### config.mk
export PLATFORM = sky130hd
export DESIGN_NAME = bully_election_node
export DESIGN_NICKNAME = d
export VERILOG_FILES = /design/src/sv/ben_pkg.sv /design/src/sv/ben_state.sv /design/src/sv/ben_fanout.sv /design/src/sv/bully_election_node.sv
export SDC_FILE = /design/constraint.sdc
export NUM_CORES = 1
export LEC_CHECK = 0
export ABC_AREA = 1
export BUFFER_PORTS_ARGS = -buffer_cell sky130_fd_sc_hd__buf_4
export CAP_MARGIN = 20
export CORE_ASPECT_RATIO = 0.5
export CORE_UTILIZATION = 50
export DETAILED_ROUTE_END_ITERATION = 10
export MAX_ROUTING_LAYER = met4
export PLACE_DENSITY = 0.72
export REMOVE_ABC_BUFFERS = 1
export SYNTH_ARGS = -nofsm -noshare
export SYNTH_HDL_FRONTEND = slang
export SYNTH_SLANG_ARGS = --single-unit
### constraint.sdc
create_clock -name aclk -period 9.1 [get_ports aclk]
set_input_delay 0.91 -clock aclk [delete_from_list [all_inputs] [get_ports aclk]]
set_output_delay 0.91 -clock aclk [all_outputs]
set_load 0.05 [all_outputs]
### src/sv/ben_pkg.sv
// Shared types and codes for the bully election node.
`default_nettype none
package ben_pkg;

    typedef enum logic [2:0] {
        FUNC_ELECTION      = 3'd0,
        FUNC_ELECTION_INIT = 3'd1,
        FUNC_ALIVE         = 3'd2,
        FUNC_TIME          = 3'd3,
        FUNC_COORDINATOR   = 3'd4
    } func_t;

    typedef enum logic [1:0] {
        KIND_ALIVE    = 2'd0,
        KIND_ELECTION = 2'd1,
        KIND_COORD    = 2'd2
    } msg_kind_t;

    typedef enum logic [1:0] {
        CFG_NODE_ID       = 2'd0,
        CFG_NEIGHBOR_MASK = 2'd1,
        CFG_CLAIM_WAIT    = 2'd2
    } cfg_index_t;

    typedef enum logic [1:0] {
        SEQ_IDLE,
        SEQ_ALIVE,
        SEQ_SCAN,
        SEQ_STATUS
    } seq_state_t;

    localparam int unsigned NODE_W     = 5;
    localparam int unsigned TICK_W     = 32;
    localparam int unsigned MASK_W     = 32;
    localparam int unsigned DELTA_W    = 16;
    localparam int unsigned CFG_DATA_W = 32;
    localparam logic [DELTA_W-1:0] CLAIM_WAIT_RST = 16'd10;

    // Work handed from the protocol state to the fan-out sequencer
    typedef struct packed {
        logic              alive;
        logic [NODE_W-1:0] alive_dest;
        msg_kind_t         kind;
    } job_t;

endpackage
`default_nettype wire

### src/sv/ben_state.sv
// Configuration registers and election protocol state of the bully node.
`default_nettype none
module ben_state #(
    parameter int unsigned SCAN = 32
) (
    input  wire logic                            aclk,
    input  wire logic                            aresetn,
    input  wire logic                            cfg_wr_en,
    input  wire logic [1:0]                      cfg_index,
    input  wire logic [ben_pkg::CFG_DATA_W-1:0]  cfg_wdata,
    input  wire logic                            start,
    input  wire logic [2:0]                      func,
    input  wire logic [ben_pkg::NODE_W-1:0]      sender,
    input  wire logic [ben_pkg::TICK_W-1:0]      now_tick,
    output ben_pkg::job_t                        job,
    output logic [SCAN-1:0]                      elig,
    output logic [ben_pkg::NODE_W-1:0]           leader,
    output logic                                 leader_known
);

    logic [ben_pkg::NODE_W-1:0]  node_id_reg;
    logic [ben_pkg::MASK_W-1:0]  neighbor_mask_reg;
    logic [ben_pkg::DELTA_W-1:0] claim_wait_reg;

    logic                        started_reg, started_next;
    logic                        finished_reg, finished_next;
    logic [ben_pkg::TICK_W-1:0]  start_tick_reg, start_tick_next;
    logic [ben_pkg::NODE_W-1:0]  leader_reg, leader_next;
    logic                        leader_valid_reg, leader_valid_next;

    logic [SCAN-1:0] above_mask;
    logic [SCAN-1:0] all_mask;
    logic            deadline;

    always_ff @(posedge aclk) begin
        if (!aresetn) begin
            node_id_reg       <= '0;
            neighbor_mask_reg <= '0;
            claim_wait_reg    <= ben_pkg::CLAIM_WAIT_RST;
        end else if (cfg_wr_en) begin
            unique case (cfg_index)
                ben_pkg::CFG_NODE_ID:       node_id_reg <= cfg_wdata[ben_pkg::NODE_W-1:0];
                ben_pkg::CFG_NEIGHBOR_MASK: neighbor_mask_reg <= cfg_wdata;
                ben_pkg::CFG_CLAIM_WAIT:    claim_wait_reg <= cfg_wdata[ben_pkg::DELTA_W-1:0];
                default: ;
            endcase
        end
    end

    always_comb begin
        for (int n = 0; n < int'(SCAN); n++) begin
            all_mask[n]   = neighbor_mask_reg[n];
            above_mask[n] = neighbor_mask_reg[n] && (n > int'(node_id_reg));
        end
    end

    assign deadline = {1'b0, now_tick} >=
                      ({1'b0, start_tick_reg} + (ben_pkg::TICK_W + 1)'(claim_wait_reg));

    always_comb begin
        started_next      = started_reg;
        finished_next     = finished_reg;
        start_tick_next   = start_tick_reg;
        leader_next       = leader_reg;
        leader_valid_next = leader_valid_reg;
        job.alive         = 1'b0;
        job.alive_dest    = sender;
        job.kind          = ben_pkg::KIND_ELECTION;
        elig              = '0;
        unique case (func)
            ben_pkg::FUNC_ELECTION, ben_pkg::FUNC_ELECTION_INIT: begin
                job.alive = (func == ben_pkg::FUNC_ELECTION);
                if (!started_reg) begin
                    started_next    = 1'b1;
                    start_tick_next = now_tick;
                    if (func == ben_pkg::FUNC_ELECTION_INIT || sender < node_id_reg) begin
                        elig = above_mask;
                    end
                end
            end
            ben_pkg::FUNC_ALIVE: begin
                finished_next = 1'b1;
            end
            ben_pkg::FUNC_TIME: begin
                if (started_reg && !finished_reg && deadline) begin
                    finished_next     = 1'b1;
                    elig              = all_mask;
                    job.kind          = ben_pkg::KIND_COORD;
                    leader_next       = node_id_reg;
                    leader_valid_next = 1'b1;
                end
            end
            ben_pkg::FUNC_COORDINATOR: begin
                leader_next       = sender;
                leader_valid_next = 1'b1;
                finished_next     = 1'b1;
            end
            default: ;
        endcase
    end

    always_ff @(posedge aclk) begin
        if (!aresetn) begin
            started_reg      <= 1'b0;
            finished_reg     <= 1'b0;
            start_tick_reg   <= '0;
            leader_reg       <= '0;
            leader_valid_reg <= 1'b0;
        end else if (start) begin
            started_reg      <= started_next;
            finished_reg     <= finished_next;
            start_tick_reg   <= start_tick_next;
            leader_reg       <= leader_next;
            leader_valid_reg <= leader_valid_next;
        end
    end

    assign leader       = leader_reg;
    assign leader_known = leader_valid_reg;

endmodule
`default_nettype wire

### src/sv/ben_fanout.sv
// Fan-out sequencer: shifts the eligible vector one bit a cycle, waiting on a full output.
`default_nettype none
module ben_fanout #(
    parameter int unsigned SCAN = 32,
    parameter int unsigned IW   = 5
) (
    input  wire logic                       aclk,
    input  wire logic                       aresetn,
    input  wire logic                       start,
    input  ben_pkg::job_t                   job,
    input  wire logic [SCAN-1:0]            elig,
    input  wire logic [ben_pkg::NODE_W-1:0] leader,
    input  wire logic                       leader_known,
    output logic                            ready,
    output logic                            out_valid,
    input  wire logic                       out_ready,
    output logic                            out_send,
    output logic [ben_pkg::NODE_W-1:0]      out_dest,
    output ben_pkg::msg_kind_t              out_kind,
    output logic [ben_pkg::NODE_W-1:0]      out_leader,
    output logic                            out_known,
    output logic                            out_last
);

    ben_pkg::seq_state_t            state_reg, state_next;
    logic [SCAN-1:0]                elig_reg, elig_next;
    logic [IW-1:0]                  idx_reg, idx_next;
    logic [ben_pkg::NODE_W-1:0]     alive_dest_reg, alive_dest_next;
    ben_pkg::msg_kind_t             kind_reg, kind_next;

    logic                           out_valid_reg, out_valid_next;
    logic                           out_send_reg;
    logic [ben_pkg::NODE_W-1:0]     out_dest_reg;
    ben_pkg::msg_kind_t             out_kind_reg;
    logic [ben_pkg::NODE_W-1:0]     out_leader_reg;
    logic                           out_known_reg;
    logic                           out_last_reg;

    logic                           out_free;
    logic                           load;
    logic                           ld_send;
    logic [ben_pkg::NODE_W-1:0]     ld_dest;
    ben_pkg::msg_kind_t             ld_kind;
    logic                           ld_last;
    logic                           rest_empty;

    assign out_free   = !out_valid_reg || out_ready;
    assign rest_empty = ((elig_reg >> 1) == '0);

    always_ff @(posedge aclk) begin
        if (!aresetn) begin
            state_reg     <= ben_pkg::SEQ_IDLE;
            out_valid_reg <= 1'b0;
        end else begin
            state_reg     <= state_next;
            out_valid_reg <= out_valid_next;
        end
    end

    always_ff @(posedge aclk) begin
        elig_reg       <= elig_next;
        idx_reg        <= idx_next;
        alive_dest_reg <= alive_dest_next;
        kind_reg       <= kind_next;
        if (load) begin
            out_send_reg   <= ld_send;
            out_dest_reg   <= ld_dest;
            out_kind_reg   <= ld_kind;
            out_leader_reg <= leader;
            out_known_reg  <= leader_known;
            out_last_reg   <= ld_last;
        end
    end

    always_comb begin
        state_next      = state_reg;
        elig_next       = elig_reg;
        idx_next        = idx_reg;
        alive_dest_next = alive_dest_reg;
        kind_next       = kind_reg;
        load            = 1'b0;
        ld_send         = 1'b1;
        ld_dest         = '0;
        ld_kind         = ben_pkg::KIND_ALIVE;
        ld_last         = 1'b1;
        unique case (state_reg)
            ben_pkg::SEQ_IDLE: begin
                if (start) begin
                    elig_next       = elig;
                    idx_next        = '0;
                    alive_dest_next = job.alive_dest;
                    kind_next       = job.kind;
                    if (job.alive) begin
                        state_next = ben_pkg::SEQ_ALIVE;
                    end else if (elig != '0) begin
                        state_next = ben_pkg::SEQ_SCAN;
                    end else begin
                        state_next = ben_pkg::SEQ_STATUS;
                    end
                end
            end
            ben_pkg::SEQ_ALIVE: begin
                if (out_free) begin
                    load       = 1'b1;
                    ld_dest    = alive_dest_reg;
                    ld_last    = (elig_reg == '0);
                    state_next = ld_last ? ben_pkg::SEQ_IDLE : ben_pkg::SEQ_SCAN;
                end
            end
            ben_pkg::SEQ_SCAN: begin
                if (!elig_reg[0]) begin
                    elig_next = elig_reg >> 1;
                    idx_next  = idx_reg + 1'b1;
                end else if (out_free) begin
                    load      = 1'b1;
                    ld_dest   = ben_pkg::NODE_W'(idx_reg);
                    ld_kind   = kind_reg;
                    ld_last   = rest_empty;
                    elig_next = elig_reg >> 1;
                    idx_next  = idx_reg + 1'b1;
                    if (rest_empty) begin
                        state_next = ben_pkg::SEQ_IDLE;
                    end
                end
            end
            ben_pkg::SEQ_STATUS: begin
                if (out_free) begin
                    load       = 1'b1;
                    ld_send    = 1'b0;
                    state_next = ben_pkg::SEQ_IDLE;
                end
            end
            default: state_next = ben_pkg::SEQ_IDLE;
        endcase
        if (load) begin
            out_valid_next = 1'b1;
        end else if (out_ready) begin
            out_valid_next = 1'b0;
        end else begin
            out_valid_next = out_valid_reg;
        end
    end

    assign ready      = (state_reg == ben_pkg::SEQ_IDLE);
    assign out_valid  = out_valid_reg;
    assign out_send   = out_send_reg;
    assign out_dest   = out_dest_reg;
    assign out_kind   = out_kind_reg;
    assign out_leader = out_leader_reg;
    assign out_known  = out_known_reg;
    assign out_last   = out_last_reg;

    a_scan_has_work: assert property (@(posedge aclk) disable iff (!aresetn)
        state_reg == ben_pkg::SEQ_SCAN |-> elig_reg != '0)
        else $error("scan state with empty neighbour vector");

    a_status_beat: assert property (@(posedge aclk) disable iff (!aresetn)
        (load && state_reg == ben_pkg::SEQ_STATUS) |=> (out_last_reg && !out_send_reg))
        else $error("status beat not final or flagged as message");

    a_not_last_busy: assert property (@(posedge aclk) disable iff (!aresetn)
        (out_valid_reg && !out_last_reg) |-> state_reg != ben_pkg::SEQ_IDLE)
        else $error("sequencer idle with more beats pending");

    a_scan_sends: assert property (@(posedge aclk) disable iff (!aresetn)
        (load && state_reg == ben_pkg::SEQ_SCAN) |=> (out_valid_reg && out_send_reg))
        else $error("status beat produced during a fan-out scan");

endmodule
`default_nettype wire

### src/sv/bully_election_node.sv
// Top level of one bully leader election node.
//
//  channel  | direction | beat carries
//  s_axis   | in        | func, sender, now_tick
//  m_axis   | out       | send_valid, dest, msg_kind, leader, leader_known; tlast = last
//  cfg      | in        | register write, no read-back
//
// A fan-out scans the neighbour vector one bit a cycle, min(NODES,32) nodes at most,
// after an Alive beat when the item asks for one; a beat giving no message yields one
// status beat. A stalled m_axis pauses the scan.
// aresetn is synchronous; config resets to node 0, no neighbours, wait of 10 ticks.
// s_axis_tready is low from an accepted beat until its final result is loaded.
`default_nettype none
module bully_election_node #(
    parameter int unsigned NODES = 32
) (
    input  wire logic                           aclk,
    input  wire logic                           aresetn,
    input  wire logic                           cfg_wr_en,
    input  wire logic [1:0]                     cfg_index,
    input  wire logic [ben_pkg::CFG_DATA_W-1:0] cfg_wdata,
    input  wire logic                           s_axis_tvalid,
    output logic                                s_axis_tready,
    input  wire logic [39:0]                    s_axis_tdata,  // func, sender, now_tick
    output logic                                m_axis_tvalid,
    input  wire logic                           m_axis_tready,
    // send_valid, dest, msg_kind, leader, leader_known, zero pad
    output logic [15:0]                         m_axis_tdata,
    output logic                                m_axis_tlast
);

    localparam int unsigned SCAN = (NODES < 32) ? NODES : 32;
    localparam int unsigned IW   = (SCAN > 1) ? $clog2(SCAN) : 1;

    ben_pkg::job_t                  job;
    logic [SCAN-1:0]                elig;
    logic [ben_pkg::NODE_W-1:0]     leader;
    logic                           leader_known;
    logic                           start;
    logic                           out_send;
    logic [ben_pkg::NODE_W-1:0]     out_dest;
    ben_pkg::msg_kind_t             out_kind;
    logic [ben_pkg::NODE_W-1:0]     out_leader;
    logic                           out_known;

    assign start = s_axis_tvalid && s_axis_tready;

    ben_state #(
        .SCAN (SCAN)
    ) u_state (
        .aclk         (aclk),
        .aresetn      (aresetn),
        .cfg_wr_en    (cfg_wr_en),
        .cfg_index    (cfg_index),
        .cfg_wdata    (cfg_wdata),
        .start        (start),
        .func         (s_axis_tdata[2:0]),
        .sender       (s_axis_tdata[7:3]),
        .now_tick     (s_axis_tdata[39:8]),
        .job          (job),
        .elig         (elig),
        .leader       (leader),
        .leader_known (leader_known)
    );

    ben_fanout #(
        .SCAN (SCAN),
        .IW   (IW)
    ) u_fanout (
        .aclk         (aclk),
        .aresetn      (aresetn),
        .start        (start),
        .job          (job),
        .elig         (elig),
        .leader       (leader),
        .leader_known (leader_known),
        .ready        (s_axis_tready),
        .out_valid    (m_axis_tvalid),
        .out_ready    (m_axis_tready),
        .out_send     (out_send),
        .out_dest     (out_dest),
        .out_kind     (out_kind),
        .out_leader   (out_leader),
        .out_known    (out_known),
        .out_last     (m_axis_tlast)
    );

    assign m_axis_tdata = {2'b00, out_known, out_leader, out_kind, out_dest, out_send};

endmodule
`default_nettype wire

==> results of run 1 <==
==> placed cells by master (no fill, tap or decap), types with 5 or more instances in the layout <==
cell / instances
nand2_1: 222
nor2_1: 185
o21ai_0: 134
inv_1: 106
buf_4: 104
dfxtp_1: 96
a21oi_1: 90
edfxtp_1: 59
ha_1: 57
nand3_1: 44
nand4_1: 23
xor2_1: 18
clkbuf_16: 17
nor3_1: 13
xnor2_1: 13
nor4_1: 10
o2111ai_1: 6
clkinv_1: 5
==> where the power goes <==
group          internal (mW)  leakage [nW]  switching [mW]  total, mW
Sequential             0.901          1.35          0.0835      0.984
Combinational          0.185          2.84           0.379      0.564
Clock                  0.376         0.264           0.291      0.668
==> worst paths after layout <==
kind | start | endpoint | slack (ps)
hold reg to reg | u_state.leader[1]$_SDFFE_PN0P_ | u_fanout.out_leader[1]$_DFFE_PP_ | 430
setup reg to reg | u_state.start_tick_reg[4]$_SDFFE_PN0P_ | u_fanout.state_reg[0]$_SDFFE_PN0P_ | 4130
hold / removal | u_state.leader[1]$_SDFFE_PN0P_ | u_fanout.out_leader[1]$_DFFE_PP_ | 430
setup / recovery | u_state.start_tick_reg[4]$_SDFFE_PN0P_ | u_fanout.state_reg[0]$_SDFFE_PN0P_ | 4130
==> kinds of logic after synthesis <==
kind of cell | after synthesis | share of synthesized area [%]
adder cells (fa/ha/maj) | 58 | 8.317
flip-flops | 155 | 41.90
AND/OR/NAND/NOR | 508 | 24.01
buffers and inverters | 160 | 7.195
AO/OA/AOI/OAI | 254 | 15.46
XOR/XNOR | 31 | 3.080
other | 1 | 0.04254
==> routing by layer <==
metal	GRT usage (%)	share of wire (%)
met3	4.922	5.1
met4	6.989	1.4
met5	-	0
met2	43.83	47
met1	32.88	47
==> cell type report <==
class	instances	area (sq um)	area share, %
sequential	155	3694	36.19
clock inverter	11	97.59	0.9563
multi-input combinational	853	4492	44.02
inverter	111	416.7	4.083
timing repair buffer	104	780.7	7.651
tap	227	284.0	2.783
clock buffer	21	440.4	4.316
==> results.sh, run 1 <==
export IMPL_status="finished clean"
export IMPL_root_buffer="clkbuf_16"
export IMPL_cts_setup_buffers=0
export IMPL_cp_end_kind="flop"
export IMPL_hold_buffers=0
export IMPL_syn_area_sq_um=8816
export IMPL_nFillCells=1527
export IMPL_ant_nets=0
export IMPL_fin_nets=1379
export IMPL_hold_depth=0
export IMPL_grt_max_degree=87
export IMPL_dieArea_sq_um=18200
export IMPL_ys_seq_elements=155
export IMPL_fp_dieH_microns=95.90
export IMPL_viasPerCell=5.324
export IMPL_synth_area_leader_cell="dfxtp_1"
export IMPL_critPathRequiredTime_ps=9410
export IMPL_worstHoldPathType="flop to flop"
export IMPL_ys_types=45
export IMPL_syn_inst=1167
export IMPL_clock_latency_ps=430
export IMPL_vias=7890
export IMPL_insertedDiodeCount=0
export IMPL_slowest_stage="ha_1"
export IMPL_fin_cells=1482
export IMPL_fin_total_pwr_mw=2.216
export IMPL_cellLeakagePower_nw=4.458
export IMPL_setup_slack_ps=4133
export IMPL_grt_pass1_vias=7569
export IMPL_numCtsBuffers=17
export IMPL_setup_viol=0
export IMPL_place_area_sq_um=9667
export IMPL_netlist_top_cells_area="dfxtp_1, edfxtp_1, nand2_1"
export IMPL_synth_most_common_cell="nand2_1"
export IMPL_startpoint_type="flop"
export IMPL_hold_ws_ps=434.3
export IMPL_peakVddDrop_v=0.0001644
export IMPL_cts_tree="yes"
export IMPL_grt_pass1_wl_microns=36340
export IMPL_h_tree_depth=4
export IMPL_cpMostUsedCell="nand2_1"
export IMPL_initial_utilization_pct=52.46
export IMPL_cts_path_max_buffers=2
export IMPL_clock_fmax_ghz=0.2013
export IMPL_grt_setup_unrepaired="no"
export IMPL_wl_per_cell_microns=14.79
export IMPL_cp_top_family="simple AND/OR/NAND/NOR gates"
export IMPL_gr_usage_all_layers_pct=26.21
export IMPL_hpwl_microns=16350
export IMPL_drc_errors=0
export IMPL_maxCapViolations=0
export IMPL_die_w_microns=189.8
export IMPL_antenna_found_initial=0
export IMPL_arrival_ps=5270
export IMPL_worstMarginPinSlew_ps=852.9
export IMPL_cp_depth=34
export IMPL_yosys_top_cells_count="nand2_1, nor2_1, o21ai_0"
export IMPL_path_clk_slew_ps=60
export IMPL_slew_limit_headroom_pct=42.93
export IMPL_reg2regPathDepth=34
export IMPL_drv_slew=0
export IMPL_wirelength_microns=21930
export IMPL_ys_async_sr_fraction_pct=0
export IMPL_crit_buf_inv=1
export IMPL_ys_seq_area_share_pct=41.90
export IMPL_hold_viol=0
export IMPL_placed_cells=1450
export IMPL_place_congestion=0.9444
export IMPL_syn_to_final_growth_pct=15.75
export IMPL_row_count=33
export IMPL_fin_setup_tns_ps=0
export IMPL_clock_sinks=155
export IMPL_syn_avg_cell_area_sq_um=7.554
export IMPL_slowest_delay_ps=390
export IMPL_synthFlopType="dfxtp_1"
export IMPL_skew_ps=10.57
export IMPL_port_buffers=95
export IMPL_drt_iter0_drc=485
export IMPL_yosysWarnings=0
export IMPL_core_sq_um=16800
export IMPL_layout_drive_gt1_share_pct=11.63
export IMPL_fin_crit_sh_pct=54.59
export IMPL_utilization_pct=60.73
export IMPL_cts_resized=0
export IMPL_synth_edf_count=59
export IMPL_p_per_area_nw_per_um2=217.2
export IMPL_cp_max_fo=24
export IMPL_post_place_ws_ps=4167
export IMPL_criticalPathCategory="flop to flop"
export IMPL_synth_top_area_share_pct=21.80
export IMPL_io_pins=98
export IMPL_fin_area_sq_um=10200
export IMPL_post_route_min_period_ps=4967
export IMPL_drt_pass1_iterations=5
export IMPL_overflow=0
No activity file was read; power rests on OpenSTA's default activity.
==> run 2, diff against run 1 <==
Clock period 9.1 ns to 4.8 ns, I/O delays scaled along.
==> run 2 against run 1 <==
Against the previous run:
- count of clock-buffer cells in the layout decreased by 2
- first-iteration DRC count increased by 17%
- non-clock buffer count increased by 6
- clock power increased by 100%
- power increased by 95%
- sequential share of layout area decreased by 0.72 points
- largest cell class unchanged
==> results.sh, run 2 (same netlist as run 1, synthesis figures left out) <==
export IMPL_status="finished clean"
export IMPL_post_place_ws_ps=108.4
export IMPL_slowest_delay_ps=340
export IMPL_cellLeakagePower_nw=4.521
export IMPL_fin_cells=1490
export IMPL_port_buffers=95
export IMPL_cpMostUsedCell="nand2_1"
export IMPL_final_common_cell="nand2_1"
export IMPL_multi_input_area_sq_um=4593
export IMPL_ant_nets=0
export IMPL_slowest_stage="dfxtp_2"
export IMPL_die_w_microns=189.8
export IMPL_post_route_min_period_ps=4383
export IMPL_drv_slew=0
export IMPL_gr_usage_all_layers_pct=26.33
export IMPL_antenna_found_initial=0
export IMPL_slew_limit_headroom_pct=19.50
export IMPL_setup_slack_ps=416.8
export IMPL_dieArea_sq_um=18200
export IMPL_clock_sinks=155
export IMPL_cp_max_fo=11
export IMPL_arrival_ps=4680
export IMPL_path_clk_slew_ps=70
export IMPL_core_sq_um=16800
export IMPL_root_buffer="clkbuf_16"
export IMPL_skew_ps=13.04
export IMPL_overflow=0
export IMPL_fin_nets=1387
export IMPL_criticalPathCategory="flop to flop"
export IMPL_cp_end_kind="flop"
export IMPL_insertedDiodeCount=0
export IMPL_vias=8062
export IMPL_clock_fmax_ghz=0.2281
export IMPL_layout_drive_gt1_share_pct=13.46
export IMPL_most_common_layout_cells="nand2_1, nor2_1, o21ai_0"
export IMPL_row_count=33
export IMPL_grt_pass1_vias=7773
export IMPL_clock_latency_ps=430
export IMPL_fin_crit_sh_pct=91.32
export IMPL_p_per_area_nw_per_um2=413.8
export IMPL_fp_dieH_microns=95.90
export IMPL_peakVddDrop_v=0.0002768
export IMPL_hpwl_microns=16520
export IMPL_fin_setup_tns_ps=0
export IMPL_setup_viol=0
export IMPL_cts_path_max_buffers=2
export IMPL_seq_area_sq_um=3696
export IMPL_placed_cells=1451
export IMPL_startpoint_type="flop"
export IMPL_maxCapViolations=0
export IMPL_grt_max_degree=87
export IMPL_wirelength_microns=22300
export IMPL_initial_utilization_pct=52.46
export IMPL_h_tree_depth=4
export IMPL_io_pins=98
export IMPL_wl_per_cell_microns=14.97
export IMPL_drt_pass1_iterations=5
export IMPL_cts_tree="yes"
export IMPL_worstHoldPathType="input pin to flop"
export IMPL_viasPerCell=5.411
export IMPL_syn_to_final_growth_pct=18.19
export IMPL_drt_iter0_drc=568
export IMPL_drc_errors=0
export IMPL_hold_viol=0
export IMPL_critPathRequiredTime_ps=5100
export IMPL_place_congestion=0.9429
export IMPL_worstMarginPinSlew_ps=1203
export IMPL_utilization_pct=62.01
export IMPL_numCtsBuffers=17
export IMPL_nFillCells=1529
export IMPL_grt_pass1_wl_microns=36670
[run 2: timing repair]
item,in CTS,in global routing
setup endpoints to repair,0,40
buffers inserted,0,5
hold buffers,0,0
resized for setup,0,16
[run 2: report_power, final]
part,switching (mW),internal [mW]
clock network,0.591,0.755
logic,0.732,0.365
registers,0.162,1.71
total,1.48,2.83
[run 2: metal layers]
layer / routed length [microns] / part of all wire, % / global-route usage, % / up-vias
met5: 0 / 0 / - / -
met4: 299 / 1.3 / 7.930 / 0
met3: 1093 / 4.9 / 3.609 / 25
met2: 10530 / 47 / 44.75 / 214
met1: 10380 / 47 / 33.02 / 3736
li1: - / - / - / 4087
[run 2: final cells by class]
class / count / area share, %
Clock buffer: 19 / 4.347
Clock inverter: 13 / 1.225
Inverter: 111 / 3.999
Multi-Input combinational cell: 855 / 44.08
Sequential cell: 155 / 35.47
Tap cell: 227 / 2.726
Timing Repair Buffer: 110 / 8.153
[run 2: per-stage QoR]
| stage | hold WS [ps] | instance area [sq um] | total power [mW] |
|---|---|---|---|
| floorplan | 408.2 | 8602 | 2.590 |
| finish | 266.1 | 10420 | 4.311 |
| global route | 252.4 | 10420 | 4.543 |
| global placement | 414.4 | 9667 | 2.927 |
| CTS | 254.5 | 10270 | 4.301 |
| detailed placement | 422.4 | 9694 | 2.964 |
[run 2: worst max-delay path: cells and delay by family (launching register included)]
| kind | cells | cell delay [ps] |
|---|---|---|
| AO/OA/AOI/OAI | 8 | 1100 |
| XOR/XNOR | 1 | 140 |
| flip-flops | 1 | 340 |
| AND/OR/NAND/NOR | 23 | 1870 |
| adder cells (fa/ha/maj) | 2 | 520 |
| buffers and inverters | 3 | 270 |
[run 2: path summary, 6_finish.rpt]
check                                                       startpoint                              endpoint  slack, ps  cells past startpoint
worst max-delay path            u_state.start_tick_reg[2]$_SDFFE_PN0P_    u_fanout.state_reg[0]$_SDFFE_PN0P_        420                     37
worst max register to register  u_state.start_tick_reg[2]$_SDFFE_PN0P_    u_fanout.state_reg[0]$_SDFFE_PN0P_        420                     37
worst min register to register          u_state.leader[3]$_SDFFE_PN0P_      u_fanout.out_leader[3]$_DFFE_PP_        430                      0
worst min-delay path                                   s_axis_tdata[4]  u_fanout.alive_dest_reg[1]$_DFFE_PP_        270                      1
==> run 3, diff against run 2 <==
Settings changed: CELL_PAD_IN_SITES_DETAIL_PLACEMENT set to 1, CELL_PAD_IN_SITES_GLOBAL_PLACEMENT set to 2, CORE_UTILIZATION 50 to 34, PLACE_DENSITY 0.72 to 0.82, SYNTH_HIERARCHICAL set to 1.
==> run 3 against run 2 <==
Against the previous run:
- fmax is 2.1% lower
- largest power group unchanged
- first-iteration DRC count is 32% lower
- clock power is 7% higher
- power is 8.8% higher
- highest routed layer unchanged
- clock skew is 1.2 ps lower
- largest cell class unchanged
- non-clock buffer count is 9 higher
- core utilization is 19 points lower
==> results.sh, run 3 <==
export IMPL_worstHoldPathType="input pin to flop"
export IMPL_startpoint_type="flop"
export IMPL_synthAdderAreaFrac_pct=8.112
export IMPL_yosysWarnings=6
export IMPL_layout_drive_gt1_share_pct=15.16
export IMPL_arrival_ps=4820
export IMPL_drt_iter0_drc=389
export IMPL_place_congestion=0.9263
export IMPL_hold_depth=1
export IMPL_syn_to_final_growth_pct=20.68
export IMPL_synthFlopType="dfxtp_1"
export IMPL_synth_area_leader_cell="dfxtp_1"
export IMPL_ys_seq_elements=155
export IMPL_h_tree_depth=4
export IMPL_drc_errors=0
export IMPL_hold_buffers=0
export IMPL_hold_viol=0
export IMPL_slew_limit_headroom_pct=31.98
export IMPL_slowest_delay_ps=370
export IMPL_fin_setup_tns_ps=0
export IMPL_insertedDiodeCount=0
export IMPL_criticalPathCategory="flop to flop"
export IMPL_viasPerCell=5.029
export IMPL_vias=8363
export IMPL_fin_nets=1443
export IMPL_antenna_found_initial=0
export IMPL_row_count=41
export IMPL_cp_depth=30
export IMPL_dieArea_sq_um=27280
export IMPL_clock_sinks=155
export IMPL_ys_seq_area_share_pct=40.86
export IMPL_grt_pass1_wl_microns=44570
export IMPL_hold_end="u_fanout/alive_dest_reg[2]$_DFFE_PP_"
export IMPL_rrSetupSlack_ps=320
export IMPL_initial_utilization_pct=35.24
export IMPL_netlist_top_cells_area="dfxtp_1, edfxtp_1, nor2_1"
export IMPL_syn_avg_cell_area_sq_um=7.427
export IMPL_cpMostUsedCell="nand2_1"
export IMPL_cp_max_fo=10
export IMPL_slowest_stage="ha_1"
export IMPL_reg2regPathDepth=30
export IMPL_critPathRequiredTime_ps=5140
export IMPL_cts_tree="yes"
export IMPL_min_from="s_axis_tdata[5]"
export IMPL_grt_setup_unrepaired="no"
export IMPL_hpwl_microns=21290
export IMPL_fp_dieH_microns=117.3
export IMPL_root_buffer="clkbuf_16"
export IMPL_path_clk_slew_ps=70
export IMPL_overflow=0
export IMPL_fin_crit_sh_pct=93.27
export IMPL_synth_edf_count=59
export IMPL_wirelength_microns=28590
export IMPL_syn_area_sq_um=9039
export IMPL_ys_types=49
export IMPL_r2r_start="u_state/start_tick_reg[2]$_SDFFE_PN0P_"
export IMPL_drv_slew=0
export IMPL_io_pins=98
export IMPL_synthMuxAreaShare_pct=0
export IMPL_p_per_area_nw_per_um2=430.2
export IMPL_peakVddDrop_v=0.0002321
export IMPL_ys_async_sr_fraction_pct=0
export IMPL_core_sq_um=25650
export IMPL_synth_most_common_cell="nor2_1"
export IMPL_syn_inst=1217
export IMPL_cellLeakagePower_nw=4.526
export IMPL_synth_top_area_share_pct=21.26
export IMPL_cts_path_max_buffers=2
export IMPL_crit_buf_inv=2
export IMPL_final_common_cell="nor2_1"
export IMPL_numCtsBuffers=17
export IMPL_die_w_microns=232.6
export IMPL_maxCapViolations=0
export IMPL_status="finished clean"
export IMPL_grt_max_degree=95
export IMPL_worstMarginPinSlew_ps=1020
export IMPL_utilization_pct=42.53
export IMPL_cp_end_kind="flop"
export IMPL_cp_top_family="simple AND/OR/NAND/NOR gates"
export IMPL_reg2reg_to="u_fanout/state_reg[0]$_SDFFE_PN0P_"
export IMPL_post_route_min_period_ps=4477
export IMPL_wl_per_cell_microns=17.19
export IMPL_port_buffers=95
export IMPL_synth_simple_area_share_pct=24.72
export IMPL_yosys_top_cells_count="nor2_1, nand2_1, o21ai_0"
export IMPL_skew_ps=11.87
export IMPL_most_common_layout_cells="nor2_1, nand2_1, o21ai_0"
export IMPL_grt_pass1_vias=8410
export IMPL_synth_top_family_by_area="simple AND/OR/NAND/NOR gates"
export IMPL_synth_compound_area_share_pct=15.68
export IMPL_synthXorXnorAreaFrac_pct=3.198
export IMPL_drt_pass1_iterations=4
export IMPL_gr_usage_all_layers_pct=21.94
export IMPL_setup_viol=0
export IMPL_clock_latency_ps=450
export IMPL_hold_ws_ps=244.9
export IMPL_clock_fmax_ghz=0.2234
export IMPL_ant_nets=0
[run 3: cell types whose count changed in the layout (fill, tap and decap cells not counted), moves of 5 or more]
cell and delta:
a21o_1 +5, a21oi_1 -22, a21oi_2 +7, buf_4 +9, nand2_1 -21, nand2_2 +7, nand3_1 -6, nand4_1 -9
nor2_1 +61, nor2_2 +6, nor4_1 -5, o21ai_0 +7, o21ai_1 +13
[run 3: cell type report]
class	instances	area, sq um
repair buffers	119	923.4
clock inverters	12	172.7
multi-input cells	899	4813
inverters	113	427.9
well taps	344	430.4
fillers	3174	14740
flip-flops and latches	155	3696
clock buffers	20	436.7
repair inverters	1	7.507
[run 3: metal layers]
layer  vias to the layer above  track usage (%)  wire length, microns  part of all wire (%)
met5                         -                -                     0                     0
met4                         0            6.100                   397                   1.4
met3                        29            3.949                   838                   2.9
met2                       103            35.52                 13370                    47
met1                      4023            28.27                 13990                    49
li1                       4208                -                     -                     -
[run 3: power by group]
group	total (mW)	internal (mW)	switching [mW]
Clock	1.44	0.868	0.574
Combinational	1.34	0.417	0.918
Sequential	1.92	1.74	0.178
Total	4.69	3.02	1.67
[run 3: repair_timing]
action                     4_1_cts  5_1_grt
setup buffers                    0        6
cloned                           0        2
pin swaps                        0       13
hold endpoints to repair         0        0
setup endpoints to repair        1        6
resized for setup                2       35
[run 3: logic make-up after synthesis]
| kind of cell | count (synthesis) |
|---|---|
| simple gates | 542 |
| compound gates | 264 |
| buf+inv | 164 |
| flops | 155 |
| fa+ha+maj | 58 |
| xor+xnor | 33 |
| other cells | 1 |
[run 3: worst max path at each step]
stage,start,to,slack (ps)
floorplan,u_state/claim_wait_reg[0]$_SDFFE_PN0P_,u_fanout/state_reg[0]$_SDFFE_PN0P_,760
global placement,u_state/claim_wait_reg[0]$_SDFFE_PN0P_,u_fanout/state_reg[0]$_SDFFE_PN0P_,120
global route,u_state/start_tick_reg[0]$_SDFFE_PN0P_,u_fanout/state_reg[0]$_SDFFE_PN0P_,10
CTS,u_state/claim_wait_reg[0]$_SDFFE_PN0P_,u_fanout/state_reg[0]$_SDFFE_PN0P_,70
finish,u_state/start_tick_reg[2]$_SDFFE_PN0P_,u_fanout/state_reg[0]$_SDFFE_PN0P_,320
detailed placement,u_state/claim_wait_reg[0]$_SDFFE_PN0P_,u_fanout/state_reg[0]$_SDFFE_PN0P_,-10
[run 3: metrics by stage]
| stage | total power, mW | cells | area [sq um] | setup WS, ps |
|---|---|---|---|---|
| after global placement | 3.209 | 1622 | 10080 | 124.3 |
| after global routing | 4.974 | 1663 | 10910 | 13.31 |
| after detailed placement | 3.260 | 1622 | 10080 | -13.34 |
| after floorplan | 2.787 | 1167 | 8800 | 761.8 |
| final | 4.692 | 1663 | 10910 | 322.9 |
| after CTS | 4.724 | 1654 | 10700 | 73.79 |
[run 3: worst register-to-register path: cells and delay by family, from the launching register on]
family	cells	cell delay (ps)
buffers and inverters	2	260
adders and majority gates	2	660
DFF	1	320
and+or+nand+nor	17	1700
xor gates and xnor gates	1	180
AOI/OAI and AO/OA	8	1250
